**src/design/gspc_pkg.sv**
```systemverilog
package gspc_pkg;

    // input operation codes
    localparam logic [1:0] OP_START    = 2'd0;
    localparam logic [1:0] OP_SAMPLE   = 2'd1;
    localparam logic [1:0] OP_STEP_END = 2'd2;

    // result kinds
    localparam logic [1:0] KIND_COMMAND  = 2'd0;
    localparam logic [1:0] KIND_PROGRESS = 2'd1;
    localparam logic [1:0] KIND_FINAL    = 2'd2;

    // final status codes
    localparam logic [1:0] STATUS_OK         = 2'd0;
    localparam logic [1:0] STATUS_WIPER_FAIL = 2'd1;
    localparam logic [1:0] STATUS_SWEEP_FAIL = 2'd2;

    // register indexes (word address)
    localparam logic [1:0] REG_START_WIPER = 2'd0;
    localparam logic [1:0] REG_END_WIPER   = 2'd1;
    localparam logic [1:0] REG_SWEEPS      = 2'd2;
    localparam logic [1:0] REG_THRESHOLD   = 2'd3;

    localparam int APB_ADDR_W = 4;
    localparam int APB_DATA_W = 32;

    // register reset values
    localparam logic [7:0]         RST_START_WIPER = 8'd0;
    localparam logic [7:0]         RST_END_WIPER   = 8'd255;
    localparam logic [6:0]         RST_SWEEPS      = 7'd5;
    localparam logic signed [23:0] RST_THRESHOLD   = 24'sd7549746;

    // result queue
    localparam int QDEPTH = 4;
    localparam int QPTR_W = 2;
    localparam int QCNT_W = 3;

    typedef struct packed {
        logic [1:0]         op;
        logic signed [23:0] blue_adc;
        logic signed [23:0] green_adc;
        logic               wiper_ok;
        logic               sweep_ok;
    } gspc_in_t;

    typedef struct packed {
        logic [1:0]         kind;
        logic [7:0]         wiper;
        logic [7:0]         green_wiper;
        logic signed [23:0] blue_peak;
        logic signed [23:0] green_peak;
        logic               blue_sat;
        logic               green_sat;
        logic               blue_found;
        logic               green_found;
        logic [1:0]         status;
        logic [6:0]         sweeps_requested;
        logic               last;
    } gspc_out_t;

    typedef struct packed {
        logic [7:0]         first_wiper;
        logic [7:0]         last_wiper;
        logic [6:0]         sweep_num;
        logic signed [23:0] sat_level;
    } gspc_cfg_t;

    // results produced by one item: count is 0, 1 or 2
    typedef struct packed {
        logic [1:0] count;
        gspc_out_t  first;
        gspc_out_t  second;
    } gspc_res_pair_t;

endpackage

```
**src/design/gspc_apb.sv**
```systemverilog
module gspc_apb (
    input  logic                                 aclk,
    input  logic                                 aresetn,
    input  logic                                 psel,
    input  logic                                 penable,
    input  logic                                 pwrite,
    input  logic [gspc_pkg::APB_ADDR_W-1:0]      paddr,
    input  logic [gspc_pkg::APB_DATA_W-1:0]      pwdata,
    output logic [gspc_pkg::APB_DATA_W-1:0]      prdata,
    output logic                                 pready,
    output gspc_pkg::gspc_cfg_t                  cfg
);
    import gspc_pkg::*;

    gspc_cfg_t cfg_reg;
    gspc_cfg_t cfg_next;
    logic      wr_en;

    assign pready = 1'b1;
    assign wr_en  = psel & penable & pwrite;
    assign cfg    = cfg_reg;

    always_comb begin
        cfg_next = cfg_reg;
        if (wr_en) begin
            unique case (paddr[3:2])
                REG_START_WIPER: cfg_next.first_wiper = pwdata[7:0];
                REG_END_WIPER:   cfg_next.last_wiper  = pwdata[7:0];
                REG_SWEEPS:      cfg_next.sweep_num   = pwdata[6:0];
                REG_THRESHOLD:   cfg_next.sat_level   = pwdata[23:0];
                default: ;
            endcase
        end
    end

    always_comb begin
        unique case (paddr[3:2])
            REG_START_WIPER: prdata = {24'd0, cfg_reg.first_wiper};
            REG_END_WIPER:   prdata = {24'd0, cfg_reg.last_wiper};
            REG_SWEEPS:      prdata = {25'd0, cfg_reg.sweep_num};
            REG_THRESHOLD:   prdata = {{8{cfg_reg.sat_level[23]}},
                                       cfg_reg.sat_level};
            default:         prdata = '0;
        endcase
    end

    always_ff @(posedge aclk) begin
        if (!aresetn) begin
            cfg_reg.first_wiper <= RST_START_WIPER;
            cfg_reg.last_wiper  <= RST_END_WIPER;
            cfg_reg.sweep_num   <= RST_SWEEPS;
            cfg_reg.sat_level   <= RST_THRESHOLD;
        end else begin
            cfg_reg <= cfg_next;
        end
    end

endmodule

```
**src/design/gspc_core.sv**
```systemverilog
module gspc_core #(
    parameter int MAX_SWEEPS = 64
) (
    input  logic                     aclk,
    input  logic                     aresetn,
    input  logic                     proc,
    input  gspc_pkg::gspc_in_t       item,
    input  gspc_pkg::gspc_cfg_t      cfg,
    output gspc_pkg::gspc_res_pair_t res
);
    import gspc_pkg::*;

    // a 7-bit field cannot exceed 127, so a larger cap never bites
    localparam logic [6:0] SWEEP_CAP = (MAX_SWEEPS > 127) ? 7'd127 : 7'(MAX_SWEEPS);

    logic [7:0]         current_wiper_reg,    current_wiper_next;
    logic signed [23:0] blue_step_max_reg,    blue_step_max_next;
    logic signed [23:0] green_step_max_reg,   green_step_max_next;
    logic               sample_seen_reg,      sample_seen_next;
    logic signed [23:0] blue_best_max_reg,    blue_best_max_next;
    logic signed [23:0] green_best_max_reg,   green_best_max_next;
    logic [7:0]         blue_best_wiper_reg,  blue_best_wiper_next;
    logic [7:0]         green_best_wiper_reg, green_best_wiper_next;
    logic               blue_valid_reg,       blue_valid_next;
    logic               green_valid_reg,      green_valid_next;
    logic               busy_reg,             busy_next;

    logic [6:0]         sweeps_n;
    logic               bsat, gsat, b_take, g_take;
    logic signed [23:0] b_best_upd, g_best_upd;
    logic [7:0]         b_wiper_upd, g_wiper_upd;
    logic               b_valid_upd, g_valid_upd;
    logic [7:0]         next_wiper;

    function automatic gspc_out_t final_res(
        input logic [1:0]         status,
        input logic [7:0]         bw,
        input logic [7:0]         gw,
        input logic signed [23:0] bm,
        input logic signed [23:0] gm,
        input logic               bv,
        input logic               gv
    );
        gspc_out_t r;
        r             = '0;
        r.kind        = KIND_FINAL;
        r.wiper       = bw;
        r.green_wiper = gw;
        r.blue_peak   = bm;
        r.green_peak  = gm;
        r.blue_found  = bv;
        r.green_found = gv;
        r.status      = status;
        return r;
    endfunction

    function automatic gspc_out_t cmd_res(input logic [7:0] code, input logic [6:0] n);
        gspc_out_t r;
        r                  = '0;
        r.kind             = KIND_COMMAND;
        r.wiper            = code;
        r.sweeps_requested = n;
        return r;
    endfunction

    assign sweeps_n   = (cfg.sweep_num > SWEEP_CAP) ? SWEEP_CAP : cfg.sweep_num;
    assign next_wiper = current_wiper_reg + 8'd1;

    // step-end judgement on the finished step maxima
    assign bsat   = blue_step_max_reg >= cfg.sat_level;
    assign gsat   = green_step_max_reg >= cfg.sat_level;
    assign b_take = !bsat && (!blue_valid_reg || blue_step_max_reg > blue_best_max_reg);
    assign g_take = !gsat && (!green_valid_reg || green_step_max_reg > green_best_max_reg);

    assign b_best_upd  = b_take ? blue_step_max_reg  : blue_best_max_reg;
    assign g_best_upd  = g_take ? green_step_max_reg : green_best_max_reg;
    assign b_wiper_upd = b_take ? current_wiper_reg  : blue_best_wiper_reg;
    assign g_wiper_upd = g_take ? current_wiper_reg  : green_best_wiper_reg;
    assign b_valid_upd = b_take | blue_valid_reg;
    assign g_valid_upd = g_take | green_valid_reg;

    always_comb begin
        current_wiper_next    = current_wiper_reg;
        blue_step_max_next    = blue_step_max_reg;
        green_step_max_next   = green_step_max_reg;
        sample_seen_next      = sample_seen_reg;
        blue_best_max_next    = blue_best_max_reg;
        green_best_max_next   = green_best_max_reg;
        blue_best_wiper_next  = blue_best_wiper_reg;
        green_best_wiper_next = green_best_wiper_reg;
        blue_valid_next       = blue_valid_reg;
        green_valid_next      = green_valid_reg;
        busy_next             = busy_reg;
        res                   = '0;

        if (proc) begin
            unique case (item.op)
                OP_START: begin
                    blue_best_max_next    = '0;
                    green_best_max_next   = '0;
                    blue_best_wiper_next  = '0;
                    green_best_wiper_next = '0;
                    blue_valid_next       = 1'b0;
                    green_valid_next      = 1'b0;
                    current_wiper_next    = cfg.first_wiper;
                    blue_step_max_next    = '0;
                    green_step_max_next   = '0;
                    sample_seen_next      = 1'b0;
                    res.count             = 2'd1;
                    if (cfg.first_wiper > cfg.last_wiper) begin
                        // empty range: done at once, nothing found
                        busy_next = 1'b0;
                        res.first = final_res(STATUS_OK, '0, '0, '0, '0, 1'b0, 1'b0);
                    end else begin
                        busy_next = 1'b1;
                        res.first = cmd_res(cfg.first_wiper, sweeps_n);
                    end
                    res.first.last = 1'b1;
                end
                OP_SAMPLE: begin
                    if (busy_reg) begin
                        if (!sample_seen_reg || item.blue_adc > blue_step_max_reg) begin
                            blue_step_max_next = item.blue_adc;
                        end
                        if (!sample_seen_reg || item.green_adc > green_step_max_reg) begin
                            green_step_max_next = item.green_adc;
                        end
                        sample_seen_next = 1'b1;
                    end
                end
                OP_STEP_END: begin
                    if (busy_reg) begin
                        priority if (!item.wiper_ok) begin
                            busy_next      = 1'b0;
                            res.count      = 2'd1;
                            res.first      = final_res(STATUS_WIPER_FAIL,
                                blue_best_wiper_reg, green_best_wiper_reg,
                                blue_best_max_reg, green_best_max_reg,
                                blue_valid_reg, green_valid_reg);
                            res.first.last = 1'b1;
                        end else if (!item.sweep_ok) begin
                            busy_next      = 1'b0;
                            res.count      = 2'd1;
                            res.first      = final_res(STATUS_SWEEP_FAIL,
                                blue_best_wiper_reg, green_best_wiper_reg,
                                blue_best_max_reg, green_best_max_reg,
                                blue_valid_reg, green_valid_reg);
                            res.first.last = 1'b1;
                        end else begin
                            blue_best_max_next    = b_best_upd;
                            green_best_max_next   = g_best_upd;
                            blue_best_wiper_next  = b_wiper_upd;
                            green_best_wiper_next = g_wiper_upd;
                            blue_valid_next       = b_valid_upd;
                            green_valid_next      = g_valid_upd;

                            res.count            = 2'd2;
                            res.first.kind       = KIND_PROGRESS;
                            res.first.wiper      = current_wiper_reg;
                            res.first.blue_peak  = blue_step_max_reg;
                            res.first.green_peak = green_step_max_reg;
                            res.first.blue_sat   = bsat;
                            res.first.green_sat  = gsat;

                            if (current_wiper_reg >= cfg.last_wiper) begin
                                busy_next  = 1'b0;
                                res.second = final_res(STATUS_OK, b_wiper_upd, g_wiper_upd,
                                    b_best_upd, g_best_upd, b_valid_upd, g_valid_upd);
                            end else begin
                                current_wiper_next  = next_wiper;
                                blue_step_max_next  = '0;
                                green_step_max_next = '0;
                                sample_seen_next    = 1'b0;
                                res.second          = cmd_res(next_wiper, sweeps_n);
                            end
                            res.second.last = 1'b1;
                        end
                    end
                end
                default: ;
            endcase
        end
    end

    always_ff @(posedge aclk) begin
        if (!aresetn) begin
            current_wiper_reg    <= '0;
            blue_step_max_reg    <= '0;
            green_step_max_reg   <= '0;
            sample_seen_reg      <= 1'b0;
            blue_best_max_reg    <= '0;
            green_best_max_reg   <= '0;
            blue_best_wiper_reg  <= '0;
            green_best_wiper_reg <= '0;
            blue_valid_reg       <= 1'b0;
            green_valid_reg      <= 1'b0;
            busy_reg             <= 1'b0;
        end else begin
            current_wiper_reg    <= current_wiper_next;
            blue_step_max_reg    <= blue_step_max_next;
            green_step_max_reg   <= green_step_max_next;
            sample_seen_reg      <= sample_seen_next;
            blue_best_max_reg    <= blue_best_max_next;
            green_best_max_reg   <= green_best_max_next;
            blue_best_wiper_reg  <= blue_best_wiper_next;
            green_best_wiper_reg <= green_best_wiper_next;
            blue_valid_reg       <= blue_valid_next;
            green_valid_reg      <= green_valid_next;
            busy_reg             <= busy_next;
        end
    end

`ifndef SYNTH
    a_start_busy: assert property (@(posedge aclk) disable iff (!aresetn)
        proc && item.op == OP_START && cfg.first_wiper <= cfg.last_wiper |=> busy_reg)
        else $error("start with a valid range did not begin a run");

    a_idle_silent: assert property (@(posedge aclk) disable iff (!aresetn)
        proc && !busy_reg && (item.op == OP_SAMPLE || item.op == OP_STEP_END)
        |-> res.count == 2'd0)
        else $error("idle block produced a result");

    a_pair_order: assert property (@(posedge aclk) disable iff (!aresetn)
        res.count == 2'd2 |-> res.first.kind == KIND_PROGRESS && !res.first.last
        && res.second.last)
        else $error("result pair out of order");

    a_best_sat: assert property (@(posedge aclk) disable iff (!aresetn)
        proc && item.op == OP_STEP_END && busy_reg && item.wiper_ok && item.sweep_ok
        && bsat |=> blue_best_wiper_reg == $past(blue_best_wiper_reg))
        else $error("saturated step replaced the blue best code");
`endif

endmodule

```
**src/design/gspc_out_fifo.sv**
```systemverilog
module gspc_out_fifo (
    input  logic                     aclk,
    input  logic                     aresetn,
    input  gspc_pkg::gspc_res_pair_t wr,
    output logic                     room,
    output logic                     m_valid,
    input  logic                     m_ready,
    output gspc_pkg::gspc_out_t      m_data
);
    import gspc_pkg::*;

    gspc_out_t           entry_reg [QDEPTH];
    gspc_out_t           entry_next [QDEPTH];
    logic [QPTR_W-1:0]   head_reg, head_next;
    logic [QPTR_W-1:0]   tail_reg, tail_next;
    logic [QCNT_W-1:0]   count_reg, count_next;
    logic [QPTR_W-1:0]   tail_plus1;
    logic                pop;

    assign m_valid    = count_reg != '0;
    assign m_data     = entry_reg[head_reg];
    assign pop        = m_valid && m_ready;
    // two free slots: enough for the largest burst of one transaction
    assign room       = count_reg <= QCNT_W'(QDEPTH - 2);
    assign tail_plus1 = tail_reg + QPTR_W'(1);

    always_comb begin
        entry_next = entry_reg;
        if (wr.count != 2'd0) begin
            entry_next[tail_reg] = wr.first;
        end
        if (wr.count == 2'd2) begin
            entry_next[tail_plus1] = wr.second;
        end
        tail_next  = tail_reg + QPTR_W'(wr.count);
        head_next  = pop ? head_reg + QPTR_W'(1) : head_reg;
        count_next = count_reg + QCNT_W'(wr.count) - QCNT_W'(pop);
    end

    always_ff @(posedge aclk) begin
        entry_reg <= entry_next;
    end

    always_ff @(posedge aclk) begin
        if (!aresetn) begin
            head_reg  <= '0;
            tail_reg  <= '0;
            count_reg <= '0;
        end else begin
            head_reg  <= head_next;
            tail_reg  <= tail_next;
            count_reg <= count_next;
        end
    end

`ifndef SYNTH
    a_no_overflow: assert property (@(posedge aclk) disable iff (!aresetn)
        wr.count != 2'd0 |-> 32'(count_reg) + 32'(wr.count) <= QDEPTH)
        else $error("result queue overflow");

    a_count_track: assert property (@(posedge aclk) disable iff (!aresetn)
        pop && wr.count == 2'd0 |=> count_reg == $past(count_reg) - QCNT_W'(1))
        else $error("queue count did not follow a pop");

    a_ptr_gap: assert property (@(posedge aclk) disable iff (!aresetn)
        count_reg != QCNT_W'(QDEPTH) |-> (tail_reg - head_reg) == count_reg[QPTR_W-1:0])
        else $error("queue pointers disagree with count");
`endif

endmodule

```
**src/design/gain_sweep_peak_calibrator.sv**
```systemverilog
// path: a taken input transaction is registered, then worked on once the queue has room;
//   its results go into the result queue, two at once for a step end that closes a step
// throughput: one input transaction per cycle while the four-entry result queue has two
//   free slots; results leave one per cycle while m_ready is high, setting the long-run rate
// reset: aresetn is synchronous and active low; it restores the register defaults,
//   idles the sweep, clears the best-code tracking and empties the result queue
module gain_sweep_peak_calibrator #(
    parameter int MAX_SWEEPS = 64
) (
    input  logic                            aclk,
    input  logic                            aresetn,
    // input transactions
    input  logic                            s_valid,
    output logic                            s_ready,
    input  gspc_pkg::gspc_in_t              s_data,
    // result transactions
    output logic                            m_valid,
    input  logic                            m_ready,
    output gspc_pkg::gspc_out_t             m_data,
    // configuration
    input  logic                            psel,
    input  logic                            penable,
    input  logic                            pwrite,
    input  logic [gspc_pkg::APB_ADDR_W-1:0] paddr,
    input  logic [gspc_pkg::APB_DATA_W-1:0] pwdata,
    output logic [gspc_pkg::APB_DATA_W-1:0] prdata,
    output logic                            pready
);
    import gspc_pkg::*;

    gspc_in_t       in_item_reg, in_item_next;
    logic           in_vld_reg,  in_vld_next;
    logic           room;
    logic           proc;
    logic           s_take;
    gspc_cfg_t      cfg;
    gspc_res_pair_t res;

    // the held transaction is worked on once the queue can absorb its results
    assign proc   = in_vld_reg && room;
    // input register frees up in the same cycle it is worked on
    assign s_ready = !in_vld_reg || room;
    assign s_take  = s_valid && s_ready;

    always_comb begin
        in_item_next = s_take ? s_data : in_item_reg;
        if (s_take) begin
            in_vld_next = 1'b1;
        end else if (proc) begin
            in_vld_next = 1'b0;
        end else begin
            in_vld_next = in_vld_reg;
        end
    end

    // payload register, no reset needed
    always_ff @(posedge aclk) begin
        in_item_reg <= in_item_next;
    end

    always_ff @(posedge aclk) begin
        if (!aresetn) begin
            in_vld_reg <= 1'b0;
        end else begin
            in_vld_reg <= in_vld_next;
        end
    end

    // configuration registers behind the bus port
    gspc_apb u_apb (
        .aclk    (aclk),
        .aresetn (aresetn),
        .psel    (psel),
        .penable (penable),
        .pwrite  (pwrite),
        .paddr   (paddr),
        .pwdata  (pwdata),
        .prdata  (prdata),
        .pready  (pready),
        .cfg     (cfg)
    );

    // sweep state, running maxima and best-code tracking; builds up to two results
    gspc_core #(
        .MAX_SWEEPS (MAX_SWEEPS)
    ) u_core (
        .aclk    (aclk),
        .aresetn (aresetn),
        .proc    (proc),
        .item    (in_item_reg),
        .cfg     (cfg),
        .res     (res)
    );

    // result queue decouples the two sides and serializes result pairs
    gspc_out_fifo u_out_fifo (
        .aclk    (aclk),
        .aresetn (aresetn),
        .wr      (res),
        .room    (room),
        .m_valid (m_valid),
        .m_ready (m_ready),
        .m_data  (m_data)
    );

endmodule
```
**config.mk**
```make
export PLATFORM = sky130hd
export DESIGN_NAME = gain_sweep_peak_calibrator
export DESIGN_NICKNAME = d
export VERILOG_FILES = /design/src/design/gspc_pkg.sv /design/src/design/gspc_apb.sv /design/src/design/gspc_core.sv /design/src/design/gspc_out_fifo.sv /design/src/design/gain_sweep_peak_calibrator.sv
export SDC_FILE = /design/constraint.sdc
export NUM_CORES = 2
export LEC_CHECK = 0
export BUFFER_PORTS_ARGS = -buffer_cell sky130_fd_sc_hd__buf_2
export CAP_MARGIN = 5
export CORE_ASPECT_RATIO = 1.75
export CORE_UTILIZATION = 45
export DETAILED_ROUTE_END_ITERATION = 10
export PLACE_DENSITY = 0.7
export SETUP_SLACK_MARGIN = 0.2
export SYNTH_ARGS = -nofsm -noshare
export SYNTH_HDL_FRONTEND = slang
export SYNTH_SLANG_ARGS = --single-unit
```
**constraint.sdc**
```tcl
create_clock -name aclk -period 3.44 [get_ports aclk]
set_clock_uncertainty 0.2 [all_clocks]
set_input_delay 0.344 -clock aclk [delete_from_list [all_inputs] [get_ports aclk]]
set_output_delay 0.344 -clock aclk [all_outputs]
set_load 0.02 [all_outputs]
```
### Word level (Yosys, flattened, before mapping)

Cells that the tools add are included.

| word-level totals | value |
|---|---|
| register bits | 551 |
| latch bits | 0 |
| bits in writable memories | 0 |
| ROM bits | 0 |
| input bits | 95 |
| output and inout port bits | 115 |
| word-level logic and storage cells | 231 |
| memories kept | 0 |

| cells by class | value |
|---|---|
| add/subtract/negate cells | 6 |
| $mul | 0 |
| divide/modulo/power cells | 0 |
| order comparisons | 15 |
| equality and inequality tests | 13 |
| shift-type cells | 0 |
| muxes and demuxes | 83 |
| bitwise gates (word level) | 7 |
| reduce and logical (&&, ||, !) cells | 35 |

Operators by type and width:

| operator | count |
|---|---|
| 2-to-1 mux 80 bit | 9 |
| bitwise mux 320 bit | 2 |
| 2-to-1 mux 320 bit | 2 |
| 2-to-1 mux 24 bit | 16 |
| 2-to-1 mux 162 bit | 2 |
| demux 80 bit (select 2 bit) | 2 |
| one-hot mux 82 bit (2 select lines) | 1 |
| binary-select mux 80 bit (select 2 bit) | 1 |
| one-hot mux 24 bit (3 select lines) | 2 |
| one-hot mux 32 bit (4 select lines) | 1 |
| 2-to-1 mux 8 bit | 13 |
| greater-than comparator 24 bit | 4 |
| one-hot mux 24 bit (2 select lines) | 2 |
| 2-to-1 mux 82 bit | 1 |
| 2-to-1 mux 50 bit | 1 |
| greater-or-equal comparator 24 bit | 2 |
| one-hot mux 8 bit (2 select lines) | 3 |
| 2-to-1 mux 12 bit | 2 |
| 2-to-1 mux 1 bit | 18 |
| AND reduction 8 bit | 2 |
| AND reduction 2 bit | 5 |
| greater-or-equal comparator 3 bit, second input constant | 3 |
| inverter 2 -> 3 bit | 3 |
| adder 8 x 1 -> 8 bit, second input constant | 1 |
| 27 further kinds | 61 |

### Longest topological paths before layout

| depth | value |
|---|---|
| depth in word-level cells | 14 |
| depth in mapped cells | 14 |
| depth with buffers taken out | 10 |

### Modules after synthesis

From an unflattened synthesis, not the netlist that was laid out.

| second synthesis, totals | value |
|---|---|
| cells, all modules | 3598 |
| area total of the unflattened synthesis | 30932.2 sq um |

By module, submodules not included:

| module | times used | cells an instance | area each (sq um) | sequential area each (sq um) |
|---|---|---|---|---|
| gspc_out_fifo | 1 | 1851 | 16104.2 | 6546.3 |
| gspc_core | 1 | 1455 | 10908.0 | 2482.4 |
| gspc_apb | 1 | 234 | 2293.4 | 940.9 |
| gain_sweep_peak_calibrator | 1 | 58 | 1626.6 | 1581.5 |

### Worst setup path before layout

No wires, ideal clock.

| timing path | value |
|---|---|
| kind | reg-to-reg |
| start | register u_apb.cfg_reg, in the netlist u_apb.cfg[23] |
| end | register u_out_fifo.entry_reg[232] (netlist name) |
| setup time | 141 ps |
| data arrival time | 2708 ps |
| data required time | 3099 ps |
| slack | 391 ps |
| stages on the path, launching flop included | 12 |
| buffers on the path | 2 |
| clock period less this slack | 3049 ps |
| path through | dfxtp_1 > inv_1 > ha_1 > and4_1 > a221o_1 > a211oi_2 > nand4_1 > a21oi_2 > buf_6 > buf_6 > mux2i_1 > o221ai_1 |

RTL lines:

| item | RTL line | source |
|---|---|---|
| start: declaration | gspc_apb.sv:15 | `gspc_cfg_t cfg_reg;` |
| start signal: assignment | gspc_apb.sv:54 | `cfg_reg <= cfg_next;` |
| end signal: assignment | gspc_out_fifo.sv:41 | `entry_reg <= entry_next;` |
| end: declaration | gspc_out_fifo.sv:12 | `gspc_out_t entry_reg [QDEPTH];` |

==> flow_summary.ini <==
[timing]
rsz0062_at_grt = yes
finalCritPeriodShare = 0.973
finalHoldViolations = 0
hold-worst-slack_ns = 0.0209
layout_setup_ws_ns = 0.0945
relSlewSlack = 0.283
slew_viol_final = 0
period_needed_ns = 3.35
tightest_slew_ns = 1.07
tns_ns = 0
setup-violations-final = 0
fmax_ghz = 0.299

[final_layout]
drive_above_1_share = 0.233
final_cell_count_no_fill = 4710
syn_to_final_growth_pct = 24.5
final_cell_mix = dfxtp_1, nand2_1, nand3_1
finalNetCount = 4027
largest_reg_flops = 320
fillCellCount = 6076
mostFrequentLayoutCell = dfxtp_1

[yosys]
syn_nets = 3751
synth_edf_count = 52
syn_inst = 3490
syn_avg_cell_area_um2 = 8.88
synth_cell_type_count = 77
ys_dominant_reg_cell = dfxtp_1
ys_ff_latch = 551
ys_async_sr_fraction = 0
yosys_warnings = 0
synth_area_um2 = 31000
ys_seq_area_frac = 0.373

[routing]
avgRoutedWirePerCell_um = 26.1
postRouteAntennaNets = 0
first_pass_iters = 7
routed_wl_mm = 123
vias_per_cell = 6.59
vias = 31025
drc = 0
drt_iter0_drc = 3247

[flow_run]
cap_violations = 0

[critical_path]
r2r_slack_ns = 0.09
r2r-end = u_out_fifo.entry_reg[60]
crit_path_top_delay_cell = dfxtp_1
cp.arrival_ns = 3.64
max_stage_delay_ns = 0.31
start_kind = flop
cp_cell_sequence = buf_6, ha_1, nand3_1, nor4_2, buf_4, and4_4, o31ai_2, a31o_4, a21oi_4, buf_12, buf_12, clkbuf_16, mux2i_1, buf_4, o22ai_1
cp.required_ns = 3.73
crit_buf_inv = 6
cp_max_fo = 6
r2r_cells = 15
r2r_start = u_core.blue_step_max_reg[21]
crit_type = reg -> reg
crit_start = u_core.blue_step_max_reg[21]
cp-end-kind = flop
crit_family = buffers and inverters

[clock_tree]
cts_root_buf = clkbuf_16
clkSlewWorstSetupHoldPaths_ns = 0.07
cts_tree = yes
cts_num_sinks = 551
clock_latency_ns = 0.65
htree_num_levels = 2
numCtsBuffers = 53
clockBufferDepth = 3

[grt]
grt_overflow_total = 0
grt_first_pass_wirelength_mm = 179
track_usage = 0.331
grt_pass1_vias = 29666
antenna_found_initial = 1
grt_start_max_net_pins = 100

[floorplan]
rows = 127
io_pins = 210
die_y_um = 349
start_util = 0.454
core_um2 = 68300
fp.dieW_um = 200
dieArea_um2 = 70000

[pwr]
leakage_nw = 14.7
max-vdd-ir-drop_mv = 0.368
p_total_mw = 16.8
power_density_nw_per_um2 = 435

[place]
dp_hpwl_mm = 80.3
pre_cts_slack_ns = 0.0310
place_congestion = 0.961
dp.cells = 4499
io_buffers = 198

[hold_path]
min-delay-start = m_ready
hold_depth = 4
min_to = u_out_fifo.head_reg[0]
hp-class = in -> reg

[outcome]
outcome = complete, no violations
[synth_stat cells (14+ instances only)]
library cell  instances  share of area
dfxtp_1             499           0.32
nand2_1             308          0.037
clkbuf_1            239          0.029
nand3_1             231          0.037
o211ai_1            213          0.052
a21oi_1             205          0.033
nor2_1              203          0.025
ha_1                165          0.067
inv_1               146          0.018
o2111ai_1           114          0.032
o22ai_1             101          0.020
mux4_2               87          0.063
o21ai_0              67          0.011
buf_2                65          0.010
a22o_1               63          0.018
and3_1               63          0.013
nand4_1              60          0.012
mux2i_1              58          0.019
a22oi_1              53          0.013
edfxtp_1             52          0.050
a211o_1              48          0.014
a32o_1               46          0.015
nor3_1               46         0.0074
buf_1                44         0.0053
a21o_1               38         0.0092
nor2b_1              27         0.0055
o221ai_1             26         0.0073
a21boi_0             19         0.0046
a211oi_1             17         0.0041
and2_1               16         0.0032
o21a_1               16         0.0039
nand2b_1             14         0.0028
[worst register-to-register path, cell delays in order, from the launching register on]
cell,delay [ns]
dfxtp_1,0.31
buf_6,0.15
ha_1,0.30
nand3_1,0.12
nor4_2,0.28
buf_4,0.18
and4_4,0.24
o31ai_2,0.12
a31o_4,0.26
a21oi_4,0.14
buf_12,0.15
buf_12,0.11
clkbuf_16,0.16
mux2i_1,0.20
buf_4,0.17
o22ai_1,0.09
[how the worst max path moves through the flow]
| stage | to | slack [ns] | depth (start not counted) |
|---|---|---|---|
| 2_1_floorplan | u_out_fifo.entry_reg[232] | 0.39 | 11 |
| 3_3_place_gp | u_out_fifo.entry_reg[282] | 0.04 | 10 |
| 3_5_place_dp | u_out_fifo.entry_reg[202] | 0.03 | 10 |
| 4_1_cts | u_out_fifo.entry_reg[151] | 0.20 | 13 |
| 5_1_grt | u_out_fifo.entry_reg[292] | -0.0002 | 14 |
| 6_report | u_out_fifo.entry_reg[60] | 0.09 | 15 |
[power by group]
group	total, mW	internal [mW]	switching (mW)
Combinational	3.20	1.46	1.73
Sequential	7.28	6.89	0.391
Clock	6.31	3.60	2.71
[stage by stage]
stage / utilization / instance area [µm²]
after CTS: 0.546 / 37300
final: 0.565 / 38600
after floorplan: - / 31000
after global routing: 0.565 / 38600
after global placement: 0.504 / 34400
after detailed placement: 0.504 / 34400
[timing repair]
action	CTS	global route
hold buffers	78	0
endpoints found under the setup margin	240	381
cloned	2	8
pin swaps	13	85
resized for setup	50	180
endpoints found under the hold margin	125	0
setup buffers	6	21
[per-layer routing]
| layer | up-vias | part of all wire | track usage |
|---|---|---|---|
| met5 | - | 0 | 0 |
| met4 | 0 | 0.10 | 0.311 |
| met3 | 531 | 0.080 | 0.0612 |
| met2 | 1694 | 0.48 | 0.555 |
| met1 | 15030 | 0.34 | 0.352 |
| li1 | 13770 | - | - |
[layout make-up]
| type | instances | area, µm² | share of cell area |
|---|---|---|---|
| inverter | 149 | 564 | 0.0146 |
| sequential | 551 | 11600 | 0.301 |
| clock inverter | 19 | 225 | 0.00584 |
| multi-input combinational | 2429 | 18500 | 0.478 |
| tap | 903 | 1130 | 0.0293 |
| antenna | 1 | 2.50 | 0.0000648 |
| timing repair buffer | 582 | 5000 | 0.130 |
| clock buffer | 76 | 1600 | 0.0415 |
[logic make-up after synthesis]
logic type      synth area share
other cells             0.000121
flops                      0.373
buf+inv                   0.0666
compound gates             0.254
xor+xnor                 0.00339
mux                       0.0849
simple gates               0.152
fa+ha+maj                 0.0673
Note: power is estimated with default switching activity, not from simulation.
